## src/sv/sha1md_pkg.sv

```systemverilog
// SHA-1 digest core: shared constants, types and round helpers.
// Used by every module of the core; depends on nothing.
package sha1md_pkg;

	localparam int DIGEST_N   = 5;
	localparam int ROUNDS     = 80;
	localparam int BLK_WORDS  = 16;
	localparam int QDEPTH     = 16;
	localparam int QIDX_W     = $clog2(QDEPTH);
	localparam int BYTECNT_W  = 61;

	localparam logic [7:0]  PAD_MARK  = 8'h80;
	localparam logic [31:0] MARK_WORD = 32'h8000_0000;

	localparam logic [31:0] K0 = 32'h5A82_7999;
	localparam logic [31:0] K1 = 32'h6ED9_EBA1;
	localparam logic [31:0] K2 = 32'h8F1B_BCDC;
	localparam logic [31:0] K3 = 32'hCA62_C1D6;

	localparam logic [31:0] IV [DIGEST_N] = '{
		32'h6745_2301, 32'hEFCD_AB89, 32'h98BA_DCFE, 32'h1032_5476, 32'hC3D2_E1F0
	};

	// Round group boundaries
	localparam logic [6:0] T_GRP1 = 7'd20;
	localparam logic [6:0] T_GRP2 = 7'd40;
	localparam logic [6:0] T_GRP3 = 7'd60;
	localparam logic [6:0] T_LAST = 7'(ROUNDS - 1);
	localparam logic [6:0] T_LOAD = 7'(BLK_WORDS);

	localparam logic [2:0] LAST_IDX = 3'(DIGEST_N - 1);

	// Word queue entry: one block word, flagged on the last word of a message
	typedef struct packed {
		logic        msg_end;
		logic [31:0] word;
	} word_entry_t;

	// Word queue status seen by both sides
	typedef struct packed {
		logic full;
		logic empty;
	} queue_stat_t;

	typedef enum logic [1:0] {
		FS_DATA = 2'b01,
		FS_PAD  = 2'b10
	} front_state_t;

	typedef enum logic [1:0] {
		BS_ROUND = 2'b01,
		BS_FOLD  = 2'b10
	} back_state_t;

	function automatic logic [31:0] rotl1(input logic [31:0] x);
		return {x[30:0], x[31]};
	endfunction

	function automatic logic [31:0] rotl5(input logic [31:0] x);
		return {x[26:0], x[31:27]};
	endfunction

	function automatic logic [31:0] rotl30(input logic [31:0] x);
		return {x[1:0], x[31:2]};
	endfunction

endpackage

```

## src/sv/sha1md_front.sv

```systemverilog
// SHA-1 digest core front end: packs bytes into words, counts the length
// and generates the padding and length words. Depends on sha1md_pkg.
module sha1md_front (
	input  logic                      clk,
	input  logic                      arst_n,
	input  logic                      push,
	output logic                      full,
	input  logic [7:0]                data_byte,
	input  logic                      final_byte,
	input  sha1md_pkg::queue_stat_t   q_stat,
	output logic                      q_wr,
	output sha1md_pkg::word_entry_t   q_wdata
);

	sha1md_pkg::front_state_t state_q;
	logic [sha1md_pkg::BYTECNT_W-1:0] byte_cnt_q;
	logic [23:0]                      acc_q;
	logic [31:0]                      pad_word_q;
	logic [3:0]                       pidx_q;
	logic                             pad_first_q;
	logic                             mark_q;
	logic                             extra_q;

	logic        accept;
	logic [5:0]  pos;
	logic [1:0]  lane;
	logic [31:0] cur_word;
	logic [23:0] acc_next;
	logic [31:0] pad_out;
	logic        pad_wr;
	logic        pad_blk_end;

	assign accept = push & ~full;
	assign full   = (state_q != sha1md_pkg::FS_DATA) | q_stat.full;
	assign pos    = byte_cnt_q[5:0];
	assign lane   = pos[1:0];

	// Merge the byte into the word; mark the lane after it for padding
	always_comb begin
		unique case (lane)
			2'd0: begin
				cur_word = {data_byte, sha1md_pkg::PAD_MARK, 16'h0000};
				acc_next = {data_byte, 16'h0000};
			end
			2'd1: begin
				cur_word = {acc_q[23:16], data_byte, sha1md_pkg::PAD_MARK, 8'h00};
				acc_next = {acc_q[23:16], data_byte, 8'h00};
			end
			2'd2: begin
				cur_word = {acc_q[23:8], data_byte, sha1md_pkg::PAD_MARK};
				acc_next = {acc_q[23:8], data_byte};
			end
			default: begin
				cur_word = {acc_q, data_byte};
				acc_next = acc_q;
			end
		endcase
	end

	// Select the padding word for the current index
	always_comb begin
		priority if (pad_first_q) begin
			pad_out = pad_word_q;
		end else if (!extra_q && pidx_q == 4'd14) begin
			pad_out = byte_cnt_q[60:29];
		end else if (!extra_q && pidx_q == 4'd15) begin
			pad_out = {byte_cnt_q[28:0], 3'b000};
		end else if (mark_q) begin
			pad_out = sha1md_pkg::MARK_WORD;
		end else begin
			pad_out = '0;
		end
	end

	assign pad_wr      = (state_q == sha1md_pkg::FS_PAD) & ~q_stat.full;
	assign pad_blk_end = (pidx_q == 4'd15);

	// Drive the word queue write port
	always_comb begin
		if (state_q == sha1md_pkg::FS_PAD) begin
			q_wr            = pad_wr;
			q_wdata.word    = pad_out;
			q_wdata.msg_end = pad_blk_end & ~extra_q;
		end else begin
			q_wr            = accept & ~final_byte & (lane == 2'd3);
			q_wdata.word    = cur_word;
			q_wdata.msg_end = 1'b0;
		end
	end

	// Control state: advance on byte transfers and padding writes
	always_ff @(posedge clk or negedge arst_n) begin
		if (!arst_n) begin
			state_q     <= sha1md_pkg::FS_DATA;
			byte_cnt_q  <= '0;
			pidx_q      <= '0;
			pad_first_q <= 1'b0;
			mark_q      <= 1'b0;
			extra_q     <= 1'b0;
		end else begin
			unique case (state_q)
				sha1md_pkg::FS_DATA: begin
					if (accept) begin
						byte_cnt_q <= byte_cnt_q + 1'b1;
						if (final_byte) begin
							state_q     <= sha1md_pkg::FS_PAD;
							pidx_q      <= pos[5:2];
							pad_first_q <= 1'b1;
							mark_q      <= (lane == 2'd3);
							extra_q     <= (pos >= 6'd55);
						end
					end
				end
				sha1md_pkg::FS_PAD: begin
					if (pad_wr) begin
						pad_first_q <= 1'b0;
						if (!pad_first_q) begin
							mark_q <= 1'b0;
						end
						pidx_q <= pidx_q + 1'b1;
						if (pad_blk_end) begin
							if (extra_q) begin
								extra_q <= 1'b0;
							end else begin
								state_q    <= sha1md_pkg::FS_DATA;
								byte_cnt_q <= '0;
							end
						end
					end
				end
				default: begin
					state_q <= sha1md_pkg::FS_DATA;
				end
			endcase
		end
	end

	// Payload: partial word and first padding word
	always_ff @(posedge clk) begin
		if (accept) begin
			acc_q <= acc_next;
			if (final_byte) begin
				pad_word_q <= cur_word;
			end
		end
	end

	// Never write into a full word queue
	assert property (@(posedge clk) disable iff (!arst_n) q_wr |-> !q_stat.full)
		else $error("front: write into full word queue");

	// Padding always ends on the last word of a block
	assert property (@(posedge clk) disable iff (!arst_n)
		(state_q == sha1md_pkg::FS_PAD) ##1 (state_q == sha1md_pkg::FS_DATA)
		|-> $past(pidx_q) == 4'd15)
		else $error("front: padding ended off a block boundary");

endmodule

```

## src/sv/sha1md_queue.sv

```systemverilog
// SHA-1 digest core word queue between front and back end.
// Depends on sha1md_pkg.
module sha1md_queue (
	input  logic                    clk,
	input  logic                    arst_n,
	input  logic                    wr,
	input  sha1md_pkg::word_entry_t wdata,
	input  logic                    rd,
	output sha1md_pkg::word_entry_t rdata,
	output sha1md_pkg::queue_stat_t stat
);

	sha1md_pkg::word_entry_t           mem_q [sha1md_pkg::QDEPTH];
	logic [sha1md_pkg::QIDX_W-1:0]     wptr_q;
	logic [sha1md_pkg::QIDX_W-1:0]     rptr_q;
	logic [sha1md_pkg::QIDX_W:0]       cnt_q;
	logic                              do_wr;
	logic                              do_rd;

	assign stat.full  = (cnt_q == (sha1md_pkg::QIDX_W + 1)'(sha1md_pkg::QDEPTH));
	assign stat.empty = (cnt_q == '0);
	assign do_wr      = wr & ~stat.full;
	assign do_rd      = rd & ~stat.empty;
	assign rdata      = mem_q[rptr_q];

	// Advance pointers and fill level
	always_ff @(posedge clk or negedge arst_n) begin
		if (!arst_n) begin
			wptr_q <= '0;
			rptr_q <= '0;
			cnt_q  <= '0;
		end else begin
			if (do_wr) begin
				wptr_q <= wptr_q + 1'b1;
			end
			if (do_rd) begin
				rptr_q <= rptr_q + 1'b1;
			end
			unique case ({do_wr, do_rd})
				2'b10:   cnt_q <= cnt_q + 1'b1;
				2'b01:   cnt_q <= cnt_q - 1'b1;
				default: cnt_q <= cnt_q;
			endcase
		end
	end

	// Store entries
	always_ff @(posedge clk) begin
		if (do_wr) begin
			mem_q[wptr_q] <= wdata;
		end
	end

endmodule

```

## src/sv/sha1md_back.sv

```systemverilog
// SHA-1 digest core back end: 80-round compression, chaining value and
// the five-word digest output buffer. Depends on sha1md_pkg.
module sha1md_back (
	input  logic                    clk,
	input  logic                    arst_n,
	input  sha1md_pkg::queue_stat_t q_stat,
	input  sha1md_pkg::word_entry_t q_rdata,
	output logic                    q_rd,
	output logic                    empty,
	input  logic                    pop,
	output logic [31:0]             digest_word,
	output logic [2:0]              word_index,
	output logic                    final_word
);

	sha1md_pkg::back_state_t state_q;
	logic [6:0]  t_q;
	logic        msg_q;
	logic [31:0] h_q   [sha1md_pkg::DIGEST_N];
	logic [31:0] v_q   [sha1md_pkg::DIGEST_N];
	logic [31:0] w_q   [sha1md_pkg::BLK_WORDS];
	logic [31:0] obuf_q[sha1md_pkg::DIGEST_N];
	logic [2:0]  oidx_q;
	logic        ovld_q;

	logic        loading;
	logic        step;
	logic [31:0] wt;
	logic [31:0] f;
	logic [31:0] k;
	logic [31:0] tmp;
	logic [31:0] h_sum [sha1md_pkg::DIGEST_N];
	logic        fold_go;
	logic        obuf_load;

	assign loading = (t_q < sha1md_pkg::T_LOAD);
	assign step    = (state_q == sha1md_pkg::BS_ROUND) & (~loading | ~q_stat.empty);
	assign q_rd    = (state_q == sha1md_pkg::BS_ROUND) & loading & ~q_stat.empty;

	// Message schedule: queue word for the first sixteen rounds
	assign wt = loading ? q_rdata.word
	                    : sha1md_pkg::rotl1(w_q[13] ^ w_q[8] ^ w_q[2] ^ w_q[0]);

	// Round function and constant by round group
	always_comb begin
		priority if (t_q < sha1md_pkg::T_GRP1) begin
			f = (v_q[1] & v_q[2]) | (~v_q[1] & v_q[3]);
			k = sha1md_pkg::K0;
		end else if (t_q < sha1md_pkg::T_GRP2) begin
			f = v_q[1] ^ v_q[2] ^ v_q[3];
			k = sha1md_pkg::K1;
		end else if (t_q < sha1md_pkg::T_GRP3) begin
			f = (v_q[1] & v_q[2]) | (v_q[1] & v_q[3]) | (v_q[2] & v_q[3]);
			k = sha1md_pkg::K2;
		end else begin
			f = v_q[1] ^ v_q[2] ^ v_q[3];
			k = sha1md_pkg::K3;
		end
	end

	assign tmp = sha1md_pkg::rotl5(v_q[0]) + f + v_q[4] + k + wt;

	always_comb begin
		for (int i = 0; i < sha1md_pkg::DIGEST_N; i++) begin
			h_sum[i] = h_q[i] + v_q[i];
		end
	end

	// Fold waits for the output buffer when the block ends a message
	assign fold_go   = (state_q == sha1md_pkg::BS_FOLD) & ~(msg_q & ovld_q);
	assign obuf_load = fold_go & msg_q;

	// Control: round counter, state, output buffer handshake
	always_ff @(posedge clk or negedge arst_n) begin
		if (!arst_n) begin
			state_q <= sha1md_pkg::BS_ROUND;
			t_q     <= '0;
			oidx_q  <= '0;
			ovld_q  <= 1'b0;
		end else begin
			unique case (state_q)
				sha1md_pkg::BS_ROUND: begin
					if (step) begin
						if (t_q == sha1md_pkg::T_LAST) begin
							state_q <= sha1md_pkg::BS_FOLD;
						end
						t_q <= t_q + 1'b1;
					end
				end
				sha1md_pkg::BS_FOLD: begin
					if (fold_go) begin
						state_q <= sha1md_pkg::BS_ROUND;
						t_q     <= '0;
					end
				end
				default: begin
					state_q <= sha1md_pkg::BS_ROUND;
				end
			endcase
			if (obuf_load) begin
				ovld_q <= 1'b1;
				oidx_q <= '0;
			end else if (pop && ovld_q) begin
				if (oidx_q == sha1md_pkg::LAST_IDX) begin
					ovld_q <= 1'b0;
					oidx_q <= '0;
				end else begin
					oidx_q <= oidx_q + 1'b1;
				end
			end
		end
	end

	// Chaining value and working variables: reset to the initial value
	always_ff @(posedge clk or negedge arst_n) begin
		if (!arst_n) begin
			for (int i = 0; i < sha1md_pkg::DIGEST_N; i++) begin
				h_q[i] <= sha1md_pkg::IV[i];
				v_q[i] <= sha1md_pkg::IV[i];
			end
		end else if (step) begin
			v_q[0] <= tmp;
			v_q[1] <= v_q[0];
			v_q[2] <= sha1md_pkg::rotl30(v_q[1]);
			v_q[3] <= v_q[2];
			v_q[4] <= v_q[3];
		end else if (fold_go) begin
			for (int i = 0; i < sha1md_pkg::DIGEST_N; i++) begin
				h_q[i] <= msg_q ? sha1md_pkg::IV[i] : h_sum[i];
				v_q[i] <= msg_q ? sha1md_pkg::IV[i] : h_sum[i];
			end
		end
	end

	// Schedule shift line, message flag and digest buffer
	always_ff @(posedge clk) begin
		if (step) begin
			for (int i = 0; i < sha1md_pkg::BLK_WORDS - 1; i++) begin
				w_q[i] <= w_q[i + 1];
			end
			w_q[sha1md_pkg::BLK_WORDS - 1] <= wt;
		end
		if (q_rd) begin
			msg_q <= q_rdata.msg_end;
		end
		if (obuf_load) begin
			for (int i = 0; i < sha1md_pkg::DIGEST_N; i++) begin
				obuf_q[i] <= h_sum[i];
			end
		end
	end

	assign empty       = ~ovld_q;
	assign digest_word = obuf_q[oidx_q];
	assign word_index  = oidx_q;
	assign final_word  = (oidx_q == sha1md_pkg::LAST_IDX);

	// Round counter stays inside one block
	assert property (@(posedge clk) disable iff (!arst_n)
		t_q <= 7'(sha1md_pkg::ROUNDS))
		else $error("back: round counter out of range");

	// Digest buffer is loaded only after the previous digest is drained
	assert property (@(posedge clk) disable iff (!arst_n) obuf_load |-> !ovld_q)
		else $error("back: digest buffer overwritten");

endmodule

```

## src/sv/sha1_message_digest_core.sv

```systemverilog
// SHA-1 message digest core, top level.
// Instantiates sha1md_front, sha1md_queue and sha1md_back; uses sha1md_pkg.
//
// Bytes of a message are pushed one per cycle while full is low, the last one
// flagged with final_byte; after it the five digest words come out in order
// (H0 first, final_word set on the fifth) and the core starts over on a fresh
// message. The front end takes a byte every cycle while its sixteen-word
// queue has room, and after the last byte writes the padding and length
// words, during which full is high. The back end runs one SHA-1 round per
// cycle while it is not waiting on an empty queue for its sixteen block words:
// a 64-byte block takes 80 rounds plus one fold into the chaining value, and
// the round loop sets the rate of a long message. Digest words wait in a
// five-word output buffer; the back end holds the next message's final fold
// until that buffer has been drained.
module sha1_message_digest_core (
	input  logic        clk,
	input  logic        arst_n,
	input  logic        push,
	output logic        full,
	input  logic [7:0]  data_byte,
	input  logic        final_byte,
	output logic        empty,
	input  logic        pop,
	output logic [31:0] digest_word,
	output logic [2:0]  word_index,
	output logic        final_word
);

	sha1md_pkg::queue_stat_t q_stat;
	sha1md_pkg::word_entry_t q_wdata;
	sha1md_pkg::word_entry_t q_rdata;
	logic                    q_wr;
	logic                    q_rd;

	sha1md_front u_front (
		.clk        (clk),
		.arst_n     (arst_n),
		.push       (push),
		.full       (full),
		.data_byte  (data_byte),
		.final_byte (final_byte),
		.q_stat     (q_stat),
		.q_wr       (q_wr),
		.q_wdata    (q_wdata)
	);

	sha1md_queue u_queue (
		.clk    (clk),
		.arst_n (arst_n),
		.wr     (q_wr),
		.wdata  (q_wdata),
		.rd     (q_rd),
		.rdata  (q_rdata),
		.stat   (q_stat)
	);

	sha1md_back u_back (
		.clk         (clk),
		.arst_n      (arst_n),
		.q_stat      (q_stat),
		.q_rdata     (q_rdata),
		.q_rd        (q_rd),
		.empty       (empty),
		.pop         (pop),
		.digest_word (digest_word),
		.word_index  (word_index),
		.final_word  (final_word)
	);

endmodule
```

## config.mk

```make
export PLATFORM = sky130hd
export DESIGN_NAME = sha1_message_digest_core
export DESIGN_NICKNAME = d
export VERILOG_FILES = /design/src/sv/sha1md_pkg.sv /design/src/sv/sha1md_front.sv /design/src/sv/sha1md_queue.sv /design/src/sv/sha1md_back.sv /design/src/sv/sha1_message_digest_core.sv
export SDC_FILE = /design/constraint.sdc
export NUM_CORES = 2
export LEC_CHECK = 0
export ABC_AREA = 1
export BUFFER_PORTS_ARGS = -buffer_cell sky130_fd_sc_hd__buf_2
export CAP_MARGIN = 20
export CORE_MARGIN = 2
export CORE_UTILIZATION = 58
export DETAILED_ROUTE_END_ITERATION = 7
export GPL_TIMING_DRIVEN = 1
export PLACE_DENSITY_LB_ADDON = 0.12
export SLEW_MARGIN = 25
export SYNTH_ARGS = -nofsm -noshare
export SYNTH_HDL_FRONTEND = slang
export SYNTH_SLANG_ARGS = --single-unit
```

## constraint.sdc

```tcl
create_clock -name clk -period 16.2 [get_ports clk]
set_input_delay 1.62 -clock clk [delete_from_list [all_inputs] [get_ports clk]]
set_output_delay 1.62 -clock clk [all_outputs]
set_load 0.005 [all_outputs]
```

==> results.yml <==
floorplanning:
  dieHeight_um: 378
  ios: 51
  start_util: 0.583
  rows: 137
  fp.dieW_um: 378
  core_um2: 139000
  die-area_um2: 143000
yosys:
  synth_edf_count: 1257
  mappedNetlistArea_um2: 81200
  ys.flop_type: "edfxtp_1"
  yosysWarnings: 0
  syn_nets: 8274
  avgSynthCellArea_um2: 10.3
  syn_inst: 7894
  async_reset_ff_frac: 0.249
  ys_ff_latch: 1673
  synth.distinct_cells: 57
  seq_area_frac_synth: 0.595
final_layout:
  regArea_um2: 48400
  multi_input_comb_area_um2: 29200
  drive_gt1_frac: 0.0790
  fill_cells: 11218
  syn2layout_area_growth_pct: 9.93
  finalNetCount: 8321
worst_setup_path:
  crit_end: "u_back.v_q[143]"
  crit_path_end_kind: "register"
  crit_start: "u_queue.rptr_q[0]"
  r2r_cells: 21
  start_kind: "register"
  timing.rr.start: "u_queue.rptr_q[0]"
  cp.arrival_ns: 8.28
  critPathRequiredTime_ns: 16.87
  rr_endpoint: "u_back.v_q[143]"
  path_class: "reg -> reg"
  cp_max_fo: 103
  reg2reg_slack_ns: 8.58
placement:
  gp_congestion: 1.02
  hpwl_um: 187000
  pre_cts_slack_ns: 8.76
  portBuffers: 50
timing:
  drv_slew: 0
  setup_tns_ns: 0
  setup_ws_ns: 8.58
  hold_viol: 0
  skew_ns: 0.0528
  relSlewSlack: 0.198
  tightestPinTransition_ns: 1.19
  fin_crit_sh: 0.470
  rsz0062_at_grt: "false"
  final-setup-viol-count: 0
  final.min_clock_period_ns: 7.62
  fmax_mhz: 131
global_routing:
  grt_remaining_overflow: 0
  grt_use_total: 0.376
  grt_pass1_vias: 58426
  grt_pass1_wl_um: 391000
  grt_max_degree: 132
  antenna_found_initial: 9
detailed_routing:
  drc: 0
  viasPerCell: 6.15
  routed_wl_um: 269000
  dr.pass1.iters: 6
  wl_per_cell_um: 27.0
  dr.max_layer_used: "met5"
  vias: 61209
  drt_iter0_drc: 7649
  dr_wl_met3_um: 31200
  wl_met2_um: 116000
  met1_length_um: 111000
  ant_nets: 0
clock_network:
  ctsResizeCount: 0
  numCtsBuffers: 173
  clk_pin_slew_ns: 0.07
  postCtsHoldBufs: 0
  cts.sinks: 1673
  worstSkewPairLatency_ns: 0.82
  cts_tree: "built"
  htreeDepth: 4
  post-cts-setup-buffers: 0
  clock_path_buffers: 3
  clock-root-buffer: "clkbuf_16"
status:
  outcome: "completed"
power:
  power.leakage_nw: 36.1
  ir_drop_mv: 0.114
  p_per_area_nw_per_um2: 101
job:
  drv_cap: 0
hold_path:
  hold_path.class: "reg -> reg"
[worst max-delay path: stages, from the launching register on]
cell,delay (ns)
dfrtp_4,0.64
inv_6,0.61
buf_4,0.64
buf_4,0.88
o21ai_0,0.17
o22ai_1,0.14
o21ai_0,0.09
o21ai_0,0.20
nand2_1,0.09
o21ai_0,0.20
fa_1,0.53
fa_1,0.52
inv_1,0.06
fa_1,0.50
fa_1,0.49
o21ai_1,0.48
a21oi_1,0.27
o21ai_1,0.37
and2_1,0.18
o21ai_0,0.07
nand2_1,0.09
o21ai_0,0.09
[where the power goes]
group	internal (mW)	switching (mW)	leakage (nW)
clock	2.22	1.74	2.67
sequential	4.57	0.0165	16.6
combinational	0.119	0.351	16.8
total	6.90	2.10	36.1
[state kept, by name, summed over array words and instances (netlist names), 2 cells and up]
name / cells
u_front.state_q: 2
u_back.v_q: 160
u_back.state_q: 2
u_queue.cnt_q: 5
u_back.word_index: 3
u_queue.mem_q: 528
u_front.byte_cnt_q: 61
u_front.pidx_q: 4
u_front.pad_word_q: 32
u_queue.rptr_q: 4
u_front.acc_q: 24
u_back.t_q: 7
u_back.obuf_q: 160
u_back.h_q: 160
u_back.w_q: 512
u_queue.wptr_q: 4
[worst min-delay path by stage]
stage / cells after the start / slack [ns] / end / start
floorplan: 0 / 0.40 / u_back.w_q[0][0] / u_back.w_q[1][0]
detailed placement: 0 / 0.40 / u_back.w_q[10][31] / u_back.w_q[11][31]
global placement: 0 / 0.40 / u_back.w_q[5][20] / u_back.w_q[6][20]
global route: 0 / 0.41 / u_back.w_q[9][22] / u_back.w_q[10][22]
CTS: 0 / 0.40 / u_back.w_q[14][3] / u_back.w_q[15][3]
finish: 0 / 0.39 / u_back.w_q[14][3] / u_back.w_q[15][3]
[area by class of cell]
type | count | area share
Sequential cell | 1673 | 0.542
Multi-Input combinational cell | 5215 | 0.327
Clock buffer | 235 | 0.0522
Inverter | 725 | 0.0308
Tap cell | 1876 | 0.0263
Timing Repair Buffer | 153 | 0.0119
Clock inverter | 78 | 0.0102
Antenna cell | 1 | 0.0000280
[cells by family after synthesis]
family / synth area share
adder cells (fa/ha/maj): 0.0681
AO/OA/AOI/OAI: 0.102
XOR/XNOR: 0.0256
buffers and inverters: 0.0486
flip-flops: 0.595
AND/OR/NAND/NOR: 0.160
[Yosys cell counts (12+ instances only)]
| cell | instances | area [µm²] |
|---|---|---|
| a21boi_0 | 12 | 90.1 |
| inv_1 | 714 | 2680 |
| o21ai_0 | 640 | 3200 |
| nor4_1 | 16 | 100 |
| a21o_1 | 19 | 143 |
| nor3_1 | 83 | 415 |
| buf_4 | 14 | 105 |
| and2_1 | 31 | 194 |
| o21ai_1 | 27 | 135 |
| nor2_1 | 854 | 3210 |
| dfstp_2 | 162 | 4260 |
| xnor2_1 | 80 | 701 |
| o31ai_1 | 30 | 225 |
| nand3b_1 | 24 | 180 |
| clkbuf_1 | 179 | 672 |
| fa_1 | 125 | 2500 |
| xor2_1 | 157 | 1380 |
| nand4_1 | 88 | 551 |
| a31oi_1 | 48 | 300 |
| o211ai_1 | 44 | 330 |
| dfrtp_1 | 254 | 6360 |
| ha_1 | 242 | 3030 |
| buf_1 | 24 | 90.1 |
| nand2_1 | 1611 | 6050 |
| o22ai_1 | 130 | 813 |
| nand3_1 | 407 | 2040 |
| a21oi_1 | 358 | 1790 |
| or2_2 | 17 | 106 |
| o21bai_1 | 37 | 278 |
| edfxtp_1 | 1257 | 37700 |
| o221ai_1 | 87 | 762 |
| buf_2 | 59 | 295 |
[placed cells by master (no fill, tap or decap), types with 30 or more instances in the layout]
| cell | count |
|---|---|
| ha_1 | 241 |
| o211ai_1 | 44 |
| nand4_1 | 88 |
| inv_1 | 709 |
| xnor2_1 | 80 |
| nor3_1 | 83 |
| o221ai_1 | 87 |
| fa_1 | 125 |
| dfstp_2 | 162 |
| dfrtp_1 | 250 |
| a31oi_1 | 48 |
| a21oi_1 | 342 |
| nor2_1 | 834 |
| xor2_1 | 157 |
| clkbuf_16 | 175 |
| buf_2 | 50 |
| buf_4 | 96 |
| o31ai_1 | 30 |
| clkbuf_1 | 54 |
| o21ai_0 | 640 |
| o22ai_1 | 129 |
| edfxtp_1 | 1257 |
| nand3_1 | 405 |
| o21bai_1 | 37 |
| nand2_1 | 1610 |
| and2_1 | 31 |
[through the flow]
stage	total power [mW]	cells	area, µm²	hold slack (ns)	util
detailed placement	5.12	9640	83600	0.405	0.601
floorplan	4.86	7894	81200	0.400	-
global placement	5.12	9640	83600	0.400	0.601
global route	9.23	9955	89300	0.411	0.641
finish	9.01	9956	89300	0.388	0.641
CTS	9.02	9953	89200	0.397	0.641
[layer usage]
metal,up-vias,GRT usage
li1,27276,-
met1,30153,0.550
met2,3290,0.548
met3,480,0.0893
met4,10,0.137
met5,-,0
Power figures use the tool's default switching activity.
